## src/rtl/tdpl_pkg.sv

```systemverilog
package tdpl_pkg;

  localparam int unsigned ValW        = 9;
  localparam int unsigned MaxBound    = 311;
  localparam int unsigned ResultLimit = 64;
  localparam int unsigned CntW        = $clog2(ResultLimit + 1);
  localparam int unsigned BitsPerStep = 3;
  localparam int unsigned DivSteps    = (ValW + BitsPerStep - 1) / BitsPerStep;
  localparam int unsigned StepW       = $clog2(DivSteps);

  typedef struct packed {
    logic load;
    logic start_cand;
    logic start_div;
    logic next_div;
    logic next_cand;
    logic take;
    logic finish;
  } cmd_t;

  typedef struct packed {
    logic cand_gt_bound;
    logic div_ge_cand;
    logic rem_done;
    logic rem_zero;
    logic will_fill;
  } status_t;

  typedef struct packed {
    logic [1:0] hundreds;
    logic [3:0] tens;
    logic [3:0] ones;
  } digits_t;

  function automatic digits_t to_digits(logic [ValW-1:0] v);
    digits_t        d;
    logic [ValW-1:0] r;
    logic [6:0]     r7;
    logic [14:0]    p;
    logic [6:0]     t10;
    if (v >= ValW'(300)) begin
      d.hundreds = 2'd3;
      r = v - ValW'(300);
    end else if (v >= ValW'(200)) begin
      d.hundreds = 2'd2;
      r = v - ValW'(200);
    end else if (v >= ValW'(100)) begin
      d.hundreds = 2'd1;
      r = v - ValW'(100);
    end else begin
      d.hundreds = 2'd0;
      r = v;
    end
    r7 = r[6:0];
    p = 15'(r7) * 15'd205;
    d.tens = p[14:11];
    t10 = 7'(d.tens) * 7'd10;
    d.ones = 4'(r7 - t10);
    return d;
  endfunction

endpackage

```

## src/rtl/tdpl_rem.sv

```systemverilog
module tdpl_rem (
  input  logic                        clk_i,
  input  logic                        rst_ni,
  input  logic                        start_i,
  input  logic [tdpl_pkg::ValW-1:0]   dividend_i,
  input  logic [tdpl_pkg::ValW-1:0]   divisor_i,
  output logic                        done_o,
  output logic                        zero_o
);

  logic [tdpl_pkg::ValW-1:0]  dvd_q, dvd_d;
  logic [tdpl_pkg::ValW-1:0]  dsr_q;
  logic [tdpl_pkg::ValW-1:0]  rem_q, rem_d;
  logic [tdpl_pkg::StepW-1:0] step_q;
  logic                       run_q;
  logic                       done_q;

  always_comb begin
    logic [tdpl_pkg::ValW:0] t;
    rem_d = rem_q;
    dvd_d = dvd_q;
    for (int i = 0; i < tdpl_pkg::BitsPerStep; i++) begin
      t = {rem_d, dvd_d[tdpl_pkg::ValW-1]};
      dvd_d = {dvd_d[tdpl_pkg::ValW-2:0], 1'b0};
      if (t >= {1'b0, dsr_q}) begin
        t = t - {1'b0, dsr_q};
      end
      rem_d = t[tdpl_pkg::ValW-1:0];
    end
  end

  always_ff @(posedge clk_i or negedge rst_ni) begin
    if (!rst_ni) begin
      run_q  <= 1'b0;
      done_q <= 1'b0;
      step_q <= '0;
    end else begin
      done_q <= 1'b0;
      if (start_i) begin
        run_q  <= 1'b1;
        step_q <= '0;
      end else if (run_q) begin
        step_q <= step_q + 1'b1;
        if (step_q == tdpl_pkg::StepW'(tdpl_pkg::DivSteps - 1)) begin
          run_q  <= 1'b0;
          done_q <= 1'b1;
        end
      end
    end
  end

  always_ff @(posedge clk_i) begin
    if (start_i) begin
      dvd_q <= dividend_i;
      dsr_q <= divisor_i;
      rem_q <= '0;
    end else if (run_q) begin
      dvd_q <= dvd_d;
      rem_q <= rem_d;
    end
  end

  assign done_o = done_q;
  assign zero_o = (rem_q == '0);

endmodule

```

## src/rtl/tdpl_dp.sv

```systemverilog
module tdpl_dp (
  input  logic                      clk_i,
  input  logic                      rst_ni,
  input  tdpl_pkg::cmd_t            cmd_i,
  output tdpl_pkg::status_t         status_o,
  input  logic [tdpl_pkg::ValW-1:0] upper_bound_i,
  output logic                      result_valid_o,
  output logic [tdpl_pkg::ValW-1:0] prime_value_o,
  output logic [1:0]                digit_hundreds_o,
  output logic [3:0]                digit_tens_o,
  output logic [3:0]                digit_ones_o,
  output logic                      last_prime_o
);

  logic [tdpl_pkg::ValW-1:0] bound_q;
  logic [tdpl_pkg::ValW-1:0] cand_q;
  logic [tdpl_pkg::ValW-1:0] div_q;
  logic [tdpl_pkg::ValW-1:0] pend_q;
  logic                      pend_valid_q;
  logic [tdpl_pkg::CntW-1:0] count_q;
  logic                      valid_q;
  logic [tdpl_pkg::ValW-1:0] value_q;
  tdpl_pkg::digits_t         digits_q;
  tdpl_pkg::digits_t         pend_digits;
  logic                      last_q;
  logic                      rem_done;
  logic                      rem_zero;
  logic                      emit;

  tdpl_rem u_rem (
    .clk_i      (clk_i),
    .rst_ni     (rst_ni),
    .start_i    (cmd_i.start_div),
    .dividend_i (cand_q),
    .divisor_i  (div_q),
    .done_o     (rem_done),
    .zero_o     (rem_zero)
  );

  assign pend_digits = tdpl_pkg::to_digits(pend_q);
  assign emit        = (cmd_i.take || cmd_i.finish) && pend_valid_q;

  always_ff @(posedge clk_i or negedge rst_ni) begin
    if (!rst_ni) begin
      pend_valid_q <= 1'b0;
      count_q      <= '0;
      valid_q      <= 1'b0;
    end else begin
      valid_q <= emit;
      if (cmd_i.load) begin
        pend_valid_q <= 1'b0;
        count_q      <= '0;
      end else if (cmd_i.take) begin
        pend_valid_q <= 1'b1;
        count_q      <= count_q + 1'b1;
      end else if (cmd_i.finish) begin
        pend_valid_q <= 1'b0;
      end
    end
  end

  always_ff @(posedge clk_i) begin
    if (cmd_i.load) begin
      if (upper_bound_i > tdpl_pkg::ValW'(tdpl_pkg::MaxBound)) begin
        bound_q <= tdpl_pkg::ValW'(tdpl_pkg::MaxBound);
      end else begin
        bound_q <= upper_bound_i;
      end
      cand_q <= tdpl_pkg::ValW'(2);
    end else if (cmd_i.next_cand || cmd_i.take) begin
      cand_q <= cand_q + 1'b1;
    end
    if (cmd_i.start_cand) begin
      div_q <= tdpl_pkg::ValW'(2);
    end else if (cmd_i.next_div) begin
      div_q <= div_q + 1'b1;
    end
    if (cmd_i.take) begin
      pend_q <= cand_q;
    end
    if (emit) begin
      value_q  <= pend_q;
      digits_q <= pend_digits;
      last_q   <= cmd_i.finish;
    end
  end

  assign status_o.cand_gt_bound = (cand_q > bound_q);
  assign status_o.div_ge_cand   = (div_q >= cand_q);
  assign status_o.rem_done      = rem_done;
  assign status_o.rem_zero      = rem_zero;
  assign status_o.will_fill     = (count_q == tdpl_pkg::CntW'(tdpl_pkg::ResultLimit - 1));

  assign result_valid_o   = valid_q;
  assign prime_value_o    = value_q;
  assign digit_hundreds_o = digits_q.hundreds;
  assign digit_tens_o     = digits_q.tens;
  assign digit_ones_o     = digits_q.ones;
  assign last_prime_o     = last_q;

endmodule

```

## src/rtl/tdpl_ctrl.sv

```systemverilog
module tdpl_ctrl (
  input  logic                 clk_i,
  input  logic                 rst_ni,
  input  logic                 start,
  output logic                 busy,
  input  tdpl_pkg::status_t    status_i,
  output tdpl_pkg::cmd_t       cmd_o
);

  typedef enum logic [2:0] {
    StIdle,
    StCand,
    StTest,
    StWait,
    StFlush
  } state_e;

  state_e state_q, state_d;
  logic   busy_q;

  always_comb begin
    state_d = state_q;
    cmd_o   = '0;
    case (state_q)
      StIdle: begin
        if (start) begin
          cmd_o.load = 1'b1;
          state_d    = StCand;
        end
      end
      StCand: begin
        if (status_i.cand_gt_bound) begin
          cmd_o.finish = 1'b1;
          state_d      = StIdle;
        end else begin
          cmd_o.start_cand = 1'b1;
          state_d          = StTest;
        end
      end
      StTest: begin
        if (status_i.div_ge_cand) begin
          cmd_o.take = 1'b1;
          state_d    = status_i.will_fill ? StFlush : StCand;
        end else begin
          cmd_o.start_div = 1'b1;
          state_d         = StWait;
        end
      end
      StWait: begin
        if (status_i.rem_done) begin
          if (status_i.rem_zero) begin
            cmd_o.next_cand = 1'b1;
            state_d         = StCand;
          end else begin
            cmd_o.next_div = 1'b1;
            state_d        = StTest;
          end
        end
      end
      StFlush: begin
        cmd_o.finish = 1'b1;
        state_d      = StIdle;
      end
      default: begin
        state_d = StIdle;
      end
    endcase
  end

  always_ff @(posedge clk_i or negedge rst_ni) begin
    if (!rst_ni) begin
      state_q <= StIdle;
      busy_q  <= 1'b0;
    end else begin
      state_q <= state_d;
      busy_q  <= (state_d != StIdle);
    end
  end

  assign busy = busy_q;

endmodule

```

## src/rtl/trial_division_prime_lister_unit.sv

```systemverilog
// Lists every prime from 2 up to the requested bound (saturated at 311) in ascending order,
// one result per clock strobe on result_valid_o, with its decimal digits; the final result of
// a request has last_prime_o set, and a bound below two yields no result. A request is taken
// when start is high and busy is low, and busy stays high until the last result has been
// issued. Each trial divisor passes through the three-bits-per-cycle remainder unit and
// its controller loop. The receiver cannot stall the block: each result is present for
// exactly one cycle and must be captured then.
module trial_division_prime_lister_unit (
  input  logic                      clk_i,
  input  logic                      rst_ni,
  input  logic                      start,
  output logic                      busy,
  input  logic [tdpl_pkg::ValW-1:0] upper_bound_i,
  output logic                      result_valid_o,
  output logic [tdpl_pkg::ValW-1:0] prime_value_o,
  output logic [1:0]                digit_hundreds_o,
  output logic [3:0]                digit_tens_o,
  output logic [3:0]                digit_ones_o,
  output logic                      last_prime_o
);

  tdpl_pkg::cmd_t    cmd;
  tdpl_pkg::status_t status;

  tdpl_ctrl u_ctrl (
    .clk_i    (clk_i),
    .rst_ni   (rst_ni),
    .start    (start),
    .busy     (busy),
    .status_i (status),
    .cmd_o    (cmd)
  );

  tdpl_dp u_dp (
    .clk_i            (clk_i),
    .rst_ni           (rst_ni),
    .cmd_i            (cmd),
    .status_o         (status),
    .upper_bound_i    (upper_bound_i),
    .result_valid_o   (result_valid_o),
    .prime_value_o    (prime_value_o),
    .digit_hundreds_o (digit_hundreds_o),
    .digit_tens_o     (digit_tens_o),
    .digit_ones_o     (digit_ones_o),
    .last_prime_o     (last_prime_o)
  );

endmodule

```

## config.mk

```make
export PLATFORM = sky130hd
export DESIGN_NAME = trial_division_prime_lister_unit
export DESIGN_NICKNAME = d
export VERILOG_FILES = /design/src/rtl/tdpl_pkg.sv /design/src/rtl/tdpl_rem.sv /design/src/rtl/tdpl_dp.sv /design/src/rtl/tdpl_ctrl.sv /design/src/rtl/trial_division_prime_lister_unit.sv
export SDC_FILE = /design/constraint.sdc
export NUM_CORES = 1
export LEC_CHECK = 0
export ABC_AREA = 1
export BUFFER_PORTS_ARGS = -buffer_cell sky130_fd_sc_hd__clkbuf_2
export CORE_MARGIN = 5
export CORE_UTILIZATION = 50
export CTS_CLUSTER_SIZE = 8
export DETAILED_ROUTE_END_ITERATION = 16
export GPL_TIMING_DRIVEN = 0
export PLACE_DENSITY = 0.75
export SLEW_MARGIN = 20
export SYNTH_ARGS = -nofsm -noshare
export SYNTH_HDL_FRONTEND = slang
export SYNTH_HIERARCHICAL = 1
export SYNTH_SLANG_ARGS = --single-unit
```

## constraint.sdc

```tcl
create_clock -name clk_i -period 10.75 [get_ports clk_i]
set_input_delay 1.6125 -clock clk_i [delete_from_list [all_inputs] [get_ports clk_i]]
set_output_delay 1.6125 -clock clk_i [all_outputs]
set_load 0.05 [all_outputs]
```

==> results of run 1 <==
[worst max path at each step]
stage,end,from,slack [ns]
floorplan,u_dp/digit_ones_o[3],u_dp/pend_q[3],5.41
detailed placement,u_dp/digit_ones_o[3],u_dp/pend_q[3],4.83
global route,u_dp/digit_ones_o[3],u_dp/pend_q[3],4.33
CTS,u_dp/digit_ones_o[3],u_dp/pend_q[3],4.80
global placement,u_dp/digit_ones_o[3],u_dp/pend_q[3],4.88
finish,u_dp/digit_ones_o[3],u_dp/pend_q[3],4.79
[synth_stat cells, types with 4 or more instances]
| master | instances | area (um^2) |
|---|---|---|
| a21oi_1 | 51 | 255 |
| a31oi_1 | 4 | 25.0 |
| buf_4 | 4 | 30.0 |
| clkbuf_1 | 6 | 22.5 |
| dfrtp_1 | 17 | 425 |
| dfxtp_1 | 27 | 541 |
| edfxtp_1 | 55 | 1650 |
| fa_1 | 12 | 240 |
| ha_1 | 90 | 1130 |
| inv_1 | 157 | 589 |
| inv_2 | 6 | 22.5 |
| nand2_1 | 215 | 807 |
| nand2_2 | 17 | 106 |
| nand2_4 | 8 | 90.1 |
| nand3_1 | 50 | 250 |
| nand3_2 | 7 | 70.1 |
| nand4_1 | 8 | 50.1 |
| nor2_1 | 49 | 184 |
| nor2_2 | 7 | 43.8 |
| nor2_4 | 4 | 45.0 |
| nor3_1 | 12 | 60.1 |
| o21ai_0 | 27 | 135 |
| o21ai_1 | 6 | 30.0 |
| o21ai_2 | 4 | 35.0 |
| o21bai_1 | 4 | 30.0 |
| or2_2 | 5 | 31.3 |
| xnor2_1 | 14 | 123 |
| xor2_1 | 11 | 96.3 |
[through the flow]
stage                     cell area, um^2  worst slack (ns)  utilization, %  std cells  hold slack [ns]
after floorplan                      7440              5.41               -        913            0.434
after global placement               7840              4.88            53.7       1130            0.454
after detailed placement             7850              4.83            53.8       1131            0.475
after CTS                            8190              4.80            56.1       1147            0.492
after global routing                 8190              4.33            56.1       1147            0.512
final                                8190              4.79            56.1       1147            0.484
[metal layers]
metal | up-vias | part of all wire, %
li1 | 3060 | -
met1 | 2699 | 47
met4 | 0 | 2.0
met3 | 22 | 3.1
met5 | - | 0
met2 | 87 | 48
[placed cells by master, fill, tap and decap left out, types with 5 or more instances in the layout]
cell | netlist | layout
nand2_1 | 215 | 215
nor2_2 | 7 | 8
inv_2 | 6 | 6
nand2_2 | 17 | 17
dfrtp_1 | 17 | 17
xor2_1 | 11 | 11
nor2_1 | 49 | 48
nand4_1 | 8 | 8
xnor2_1 | 14 | 14
clkbuf_1 | 6 | 6
edfxtp_1 | 55 | 55
nor3_1 | 12 | 12
o21ai_1 | 6 | 6
nand3_1 | 50 | 50
clkbuf_2 | 0 | 33
fa_1 | 12 | 12
o21ai_0 | 27 | 27
nand3_2 | 7 | 7
inv_1 | 157 | 157
a21oi_1 | 51 | 51
or2_2 | 5 | 5
clkbuf_16 | 0 | 9
nand2_4 | 8 | 8
ha_1 | 90 | 90
dfxtp_1 | 27 | 27
[critical path, delay by kind of cell, from the launching register on]
kind	cells	cell delay, ns
adders and majority gates	7	2.58
xor gates and xnor gates	1	0.13
AOI/OAI and AO/OA	5	0.91
DFF	1	0.52
and+or+nand+nor	12	1.07
buffers and inverters	6	0.49
[cell type report]
class,count,area [um^2],share of cell area [%]
multi-input cells,637,4120,50.4
plain buffers,12,75.1,0.917
clock inverters,7,106,1.30
well taps,184,230,2.81
flip-flops and latches,99,2620,32.0
inverters,165,629,7.69
repair buffers,34,180,2.20
clock buffers,9,225,2.75
[flip-flops by register name, indices dropped and copies added (netlist names), 9 cells and up]
register	count
u_dp/u_rem/dsr_q	9
u_dp/prime_value_o	9
u_dp/u_rem/rem_q	9
u_dp/pend_q	9
u_dp/cand_q	9
u_dp/u_rem/dvd_q	9
u_dp/div_q	9
u_dp/bound_q	9
[logic make-up after synthesis]
logic type	after synthesis	synth area share [%]
AO/OA/AOI/OAI	119	9.62
flip-flops	99	35.2
XOR/XNOR	25	2.94
buffers and inverters	177	9.47
adder cells (fa/ha/maj)	102	18.4
AND/OR/NAND/NOR	391	24.4
==> metrics.md, run 1 <==
| Metric | Value |
|---|---|
| Status | finished, final reports clean |
| CTS Hold Bufs | 0 |
| Worst R2R Setup Slack | 4.79 ns |
| Tightest Pin Transition | 0.835 ns |
| Nets | 1,072 |
| CP Data Arrival Time | 6.07 ns |
| Startpoint type of the worst setup path | register |
| Hold Path Stages | 0 |
| R2r worst-path depth | 31 |
| Post-CTS setup buffer count | 0 |
| Clk sink count | 99 |
| Worst-path clk slew | 0.07 ns |
| Synthesis-stage register bit count | 99 |
| FMAX | 168 MHz |
| Die span in x | 132 um |
| GR peak layer | met2 |
| Syn_area_per_cell | 8.15 um^2 |
| Core region area | 14,600 um^2 |
| Slew margin rel. | 44.1% |
| Root Buffer | clkbuf_16 |
| Gr usage total | 17.6% |
| Worst-Skew Late Latency | 0.35 ns |
| CP max-delay cell | fa_1 |
| Crit path max fanout | 7 |
| Initial DRC Count | 257 |
| Fillers | 1,275 |
| Unique masters post-synth | 51 |
| Met3 usage | 3.02% |
| Final hold violation count | 0 |
| Final number of max-transition violations | 0 |
| Worst r2r src | u_dp/pend_q[3] |
| Worst Clk Skew | 0.0106 ns |
| Number of max-cap violations | 0 |
| DR DRC count | 0 |
| Met2 usage | 29.2% |
| Critical setup path kind | register to register |
| Die area | 17,400 um^2 |
| Clock buffer depth | 2 |
| # rows | 44 |
| Antenna Nets Post-Route | 0 |
| Unrepaired setup endpoints after global routing | no |
| Post-route minimum period | 5.96 ns |
| Most frequent CP cell | nand2_1 |
| Register area share after synthesis | 35.2% |
| Antenna violations before repair | 0 |
| # diodes | 0 |
| Tightest Hold Check Type | register to register |
| Vias per cell | 5.12 |
| Synth warn | 6 |
| Drt wl/cell | 13.2 um |
| Boundary pin count | 34 |
| Vias in the first global route | 5,576 |
| Post-cts resize count | 0 |
| Ys flop type | edfxtp_1 |
| CP endpoint kind | register |
| Share of layout cells above drive strength 1 | 12.9% |
| Htree depth | 3 |
| Largest net degree at the start of global routing | 19 |
| Period utilisation layout | 55.5% |
| Critical Path RT | 10.86 ns |
| Drt first pass iters | 5 |
| M1 GR Usage | 23.5% |
| Routed wire length | 15,100 um |
| Die H | 132 um |
| Final setup violation count | 0 |
| Hold Crit Start | u_dp/pend_q[5] |
| Starting Density | 51.0% |
| Post-synth EDFFs | 55 |
| Ys async rst share | 17.2% |
| Syn Inst Count | 913 |
| Gp weighted congestion | 0.895 |
| Final HPWL DP | 12,000 um |
| Total number of vias | 5,868 |
| Cts bufs inserted | 9 |
| Setup TNS | 0 ns |
| Port buffer count | 33 |
| RR Endpoint | u_dp/digit_ones_o[3] |
| Worst hold endpoint | u_dp/prime_value_o[5] |
| First-pass GRT wire length | 25,600 um |
| Cell Area, Synth | 7440 um^2 |
| Post-synthesis net count | 1,027 |
| Area Growth Syn to Fin | 10.0% |
| CP max stage delay | 0.53 ns |
| Grt total ovfl | 0 |
| CTS tree | yes |
Power of run 1 is not shown: default switching activity piles up to over one toggle a cycle in this logic, so the estimate is an artifact.
==> run 2, diff against run 1 <==
Settings changed: ABC_AREA 1 to 0, PLACE_DENSITY 0.75 to 0.78.
Clock period 10.75 ns to 5.2 ns, I/O delays scaled along.
==> metrics.md, run 2 <==
| Metric | Value |
|---|---|
| Status | finished, violations left |
| Violated checks | setup timing |
| CTS tree | yes |
| Most frequent CP cell | ha_4 |
| Ys flop type | edfxtp_1 |
| CP Data Arrival Time | 6.27 ns (+0.20 ns) |
| Largest net degree at the start of global routing | 21 (+2) |
| Root Buffer | clkbuf_16 |
| Antenna Nets Post-Route | 0 (unchanged) |
| Cts bufs inserted | 9 (unchanged) |
| Slew margin rel. | 36.0% (-8.1 points) |
| Final HPWL DP | 11,700 um (-2.6%) |
| Area Growth Syn to Fin | 24.4% |
| Synthesis-stage register bit count | 99 (unchanged) |
| Nets | 935 (-13%) |
| Worst R2R Setup Slack | -0.98 ns (-5.77 ns) |
| Critical Path RT | 5.29 ns (-5.57 ns) |
| Adder-cell area share of the yosys netlist | 18.9% (+0.52 points) |
| Tightest Hold Check Type | input port to asynchronous set/reset pin |
| Drt wl/cell | 16.9 um (+29%) |
| R2r worst-path depth | 29 (-6.5%) |
| CP max-delay cell | or4b_4 |
| Starting Density | 50.3% (-0.66 points) |
| Final core occ | 62.6% (+6.5 points) |
| Unrepaired setup endpoints after global routing | yes |
| Syn Inst Count | 717 (-21%) |
| Synth cell count leaders | ha_1 (90), inv_1 (69), nor2_1 (57) |
| Most frequent cells in the layout | ha_1 (68), buf_4 (60), inv_1 (59) |
| # rows | 44 (unchanged) |
| First-pass GRT wire length | 27,700 um (+8.2%) |
| Worst Hold Slack | 0.375 ns (-0.109 ns) |
| Highest metal used | met4 |
| Total number of vias | 5,844 (-0.41%) |
| Clock buffer depth | 2 (unchanged) |
| DR DRC count | 0 (unchanged) |
| Final setup margin | -0.982 ns (-5.77 ns) |
| CP endpoint kind | register |
| Final number of max-transition violations | 0 (unchanged) |
| Htree depth | 3 (unchanged) |
| Initial DRC Count | 440 (+71%) |
| Syn_area_per_cell | 10.1 um^2 (+24%) |
| Worst Clk Skew | 0.00869 ns (-0.00193 ns) |
| Cell Area, Synth | 7230 um^2 (-2.8%) |
| Largest family of logic cells by synthesized area | adder cells |
| Met2 Wirelength | 8610 um (+19%) |
| Synth warn | 6 (unchanged) |
| Final setup violation count | 8 (+8) |
| Final hold violation count | 0 (unchanged) |
| Critical setup path kind | register to register |
| Unique masters post-synth | 91 (+78%) |
| Met1 wire length | 7250 um (+1.9%) |
| Multiplexer area fraction after synthesis | 2.94% (+2.9 points) |
| Tightest Pin Transition | 0.958 ns (+0.124 ns) |
| Worst r2r src | u_dp/pend_q[2] |
| Synth Area in Simple Gates | 15.6% (-8.9 points) |
| Final cell count without fillers | 1,010 (-12%) |
| Period utilisation layout | 119% (+63 points) |
| Placed cell count | 935 (-17%) |
| Worst-Skew Late Latency | 0.35 ns (about the same) |
| Port buffer count | 33 (unchanged) |
| DR WL met3 | 916 um (+98%) |
| Worst-path clk slew | 0.07 ns (about the same) |
| Compound-Gate Fraction of Synth Area | 16.4% (+6.8 points) |
| Die H | 130 um (-1.3%) |
| Post-synthesis net count | 831 (-19%) |
| Gp weighted congestion | 0.868 (-3.0%) |
| Register area share after synthesis | 36.2% (+1.0 points) |
| Area share of the largest cell type after synthesis | 22.8% (+0.63 points) |
| Grt total ovfl | 0 (unchanged) |
| Clk sink count | 99 (unchanged) |
| Vias in the first global route | 5,884 (+5.5%) |
| Share of layout cells above drive strength 1 | 31.0% (+18 points) |
| Die span in x | 130 um (-1.3%) |
| Number of max-cap violations | 0 (unchanged) |
| Xor/xnor share of the synthesized area | 4.84% (+1.9 points) |
| Routed wire length | 17,100 um (+13%) |
| Gr usage total | 20.3% (+2.7 points) |
| Ys async rst share | 17.2% (unchanged) |
| Post-route minimum period | 6.18 ns (+0.220 ns) |
| CTS Hold Bufs | 0 (unchanged) |
| Startpoint type of the worst setup path | register |
| RR Endpoint | u_dp/digit_ones_o[3] |
| Dominant cell type by area after synthesis | edfxtp_1 |
| # diodes | 0 (unchanged) |
| Most frequent cell after synthesis | ha_1 |
| Crit path max fanout | 5 (-2) |
| Boundary pin count | 34 (unchanged) |
| Core region area | 14,400 um^2 (-1.5%) |
| Vias per cell | 5.79 (+13%) |
| Drt first pass iters | 5 (unchanged) |
| FMAX | 162 MHz (-3.6%) |
| Commonest non-fill, non-tap cell in the layout | ha_1 |
| CP max stage delay | 0.47 ns (-0.06 ns) |
| Die area | 17,000 um^2 (-2.6%) |
| Area contributors post-synth | edfxtp_1 (23%), ha_1 (16%), dfxtp_1 (7.5%), dfrtp_1 (5.9%), inv_1 (3.6%) |
| Post-synth EDFFs | 55 (unchanged) |
| Antenna violations before repair | 0 (unchanged) |
run 2: how the worst max path moves through the flow:
| stage | startpoint | to | depth (start not counted) |
|---|---|---|---|
| finish | u_dp/pend_q[2] | u_dp/digit_ones_o[3] | 29 |
| CTS | u_dp/pend_q[2] | u_dp/digit_ones_o[3] | 27 |
| detailed placement | u_dp/pend_q[2] | u_dp/digit_ones_o[3] | 28 |
| global route | u_dp/pend_q[2] | u_dp/digit_ones_o[3] | 27 |
| global placement | u_dp/pend_q[2] | u_dp/digit_ones_o[3] | 26 |
| floorplan | u_dp/pend_q[2] | u_dp/digit_ones_o[3] | 26 |
run 2: stage by stage:
| step | cell area (um^2) | TNS [ns] | worst slack, ns |
|---|---|---|---|
| 2_1_floorplan | 7310 | -1.29 | -0.812 |
| 3_3_place_gp | 7700 | -7.59 | -1.25 |
| 3_5_place_dp | 7710 | -8.89 | -1.36 |
| 4_1_cts | 8670 | -2.58 | -0.989 |
| 5_1_grt | 9000 | -5.88 | -1.24 |
| 6_report | 9000 | -2.61 | -0.982 |
run 2: layer usage:
| layer | track usage, % | up-vias |
|---|---|---|
| li1 | - | 2822 |
| met1 | 25.1 | 2822 |
| met2 | 36.3 | 159 |
| met3 | 4.22 | 41 |
| met4 | 5.26 | 0 |
| met5 | 0 | - |
run 2: final cells by class:
class,instances,area (um^2)
Clock inverter,4,31.3
Timing Repair Buffer,93,621
Fill cell,1105,5370
Tap cell,184,230
Clock buffer,12,262
Multi-Input combinational cell,530,4860
Buffer,18,109
Sequential cell,99,2620
Inverter,70,263
run 2: cells by family (layout without fill, tap and decap cells):
kind of cell | after synthesis | in the layout
simple gates | 214 | 214
compound gates | 155 | 155
fa+ha+maj | 102 | 102
flops | 99 | 99
buf+inv | 88 | 197
xor+xnor | 40 | 40
mux | 19 | 19
run 2: repair_timing:
action                     CTS  global route
resized for setup           64            45
pin swaps                   56            39
setup endpoints to repair   16            16
setup buffers               42            17
hold endpoints to repair     0             0
run 2: critical path: cells and delay by family (launching register included):
family	cells	cell delay, ns
compound gates	6	1.15
buf+inv	5	0.46
mux	1	0.23
flops	1	0.44
fa+ha+maj	8	2.35
xor+xnor	4	0.55
simple gates	5	0.75
Power of run 2 is left out for the same reason.
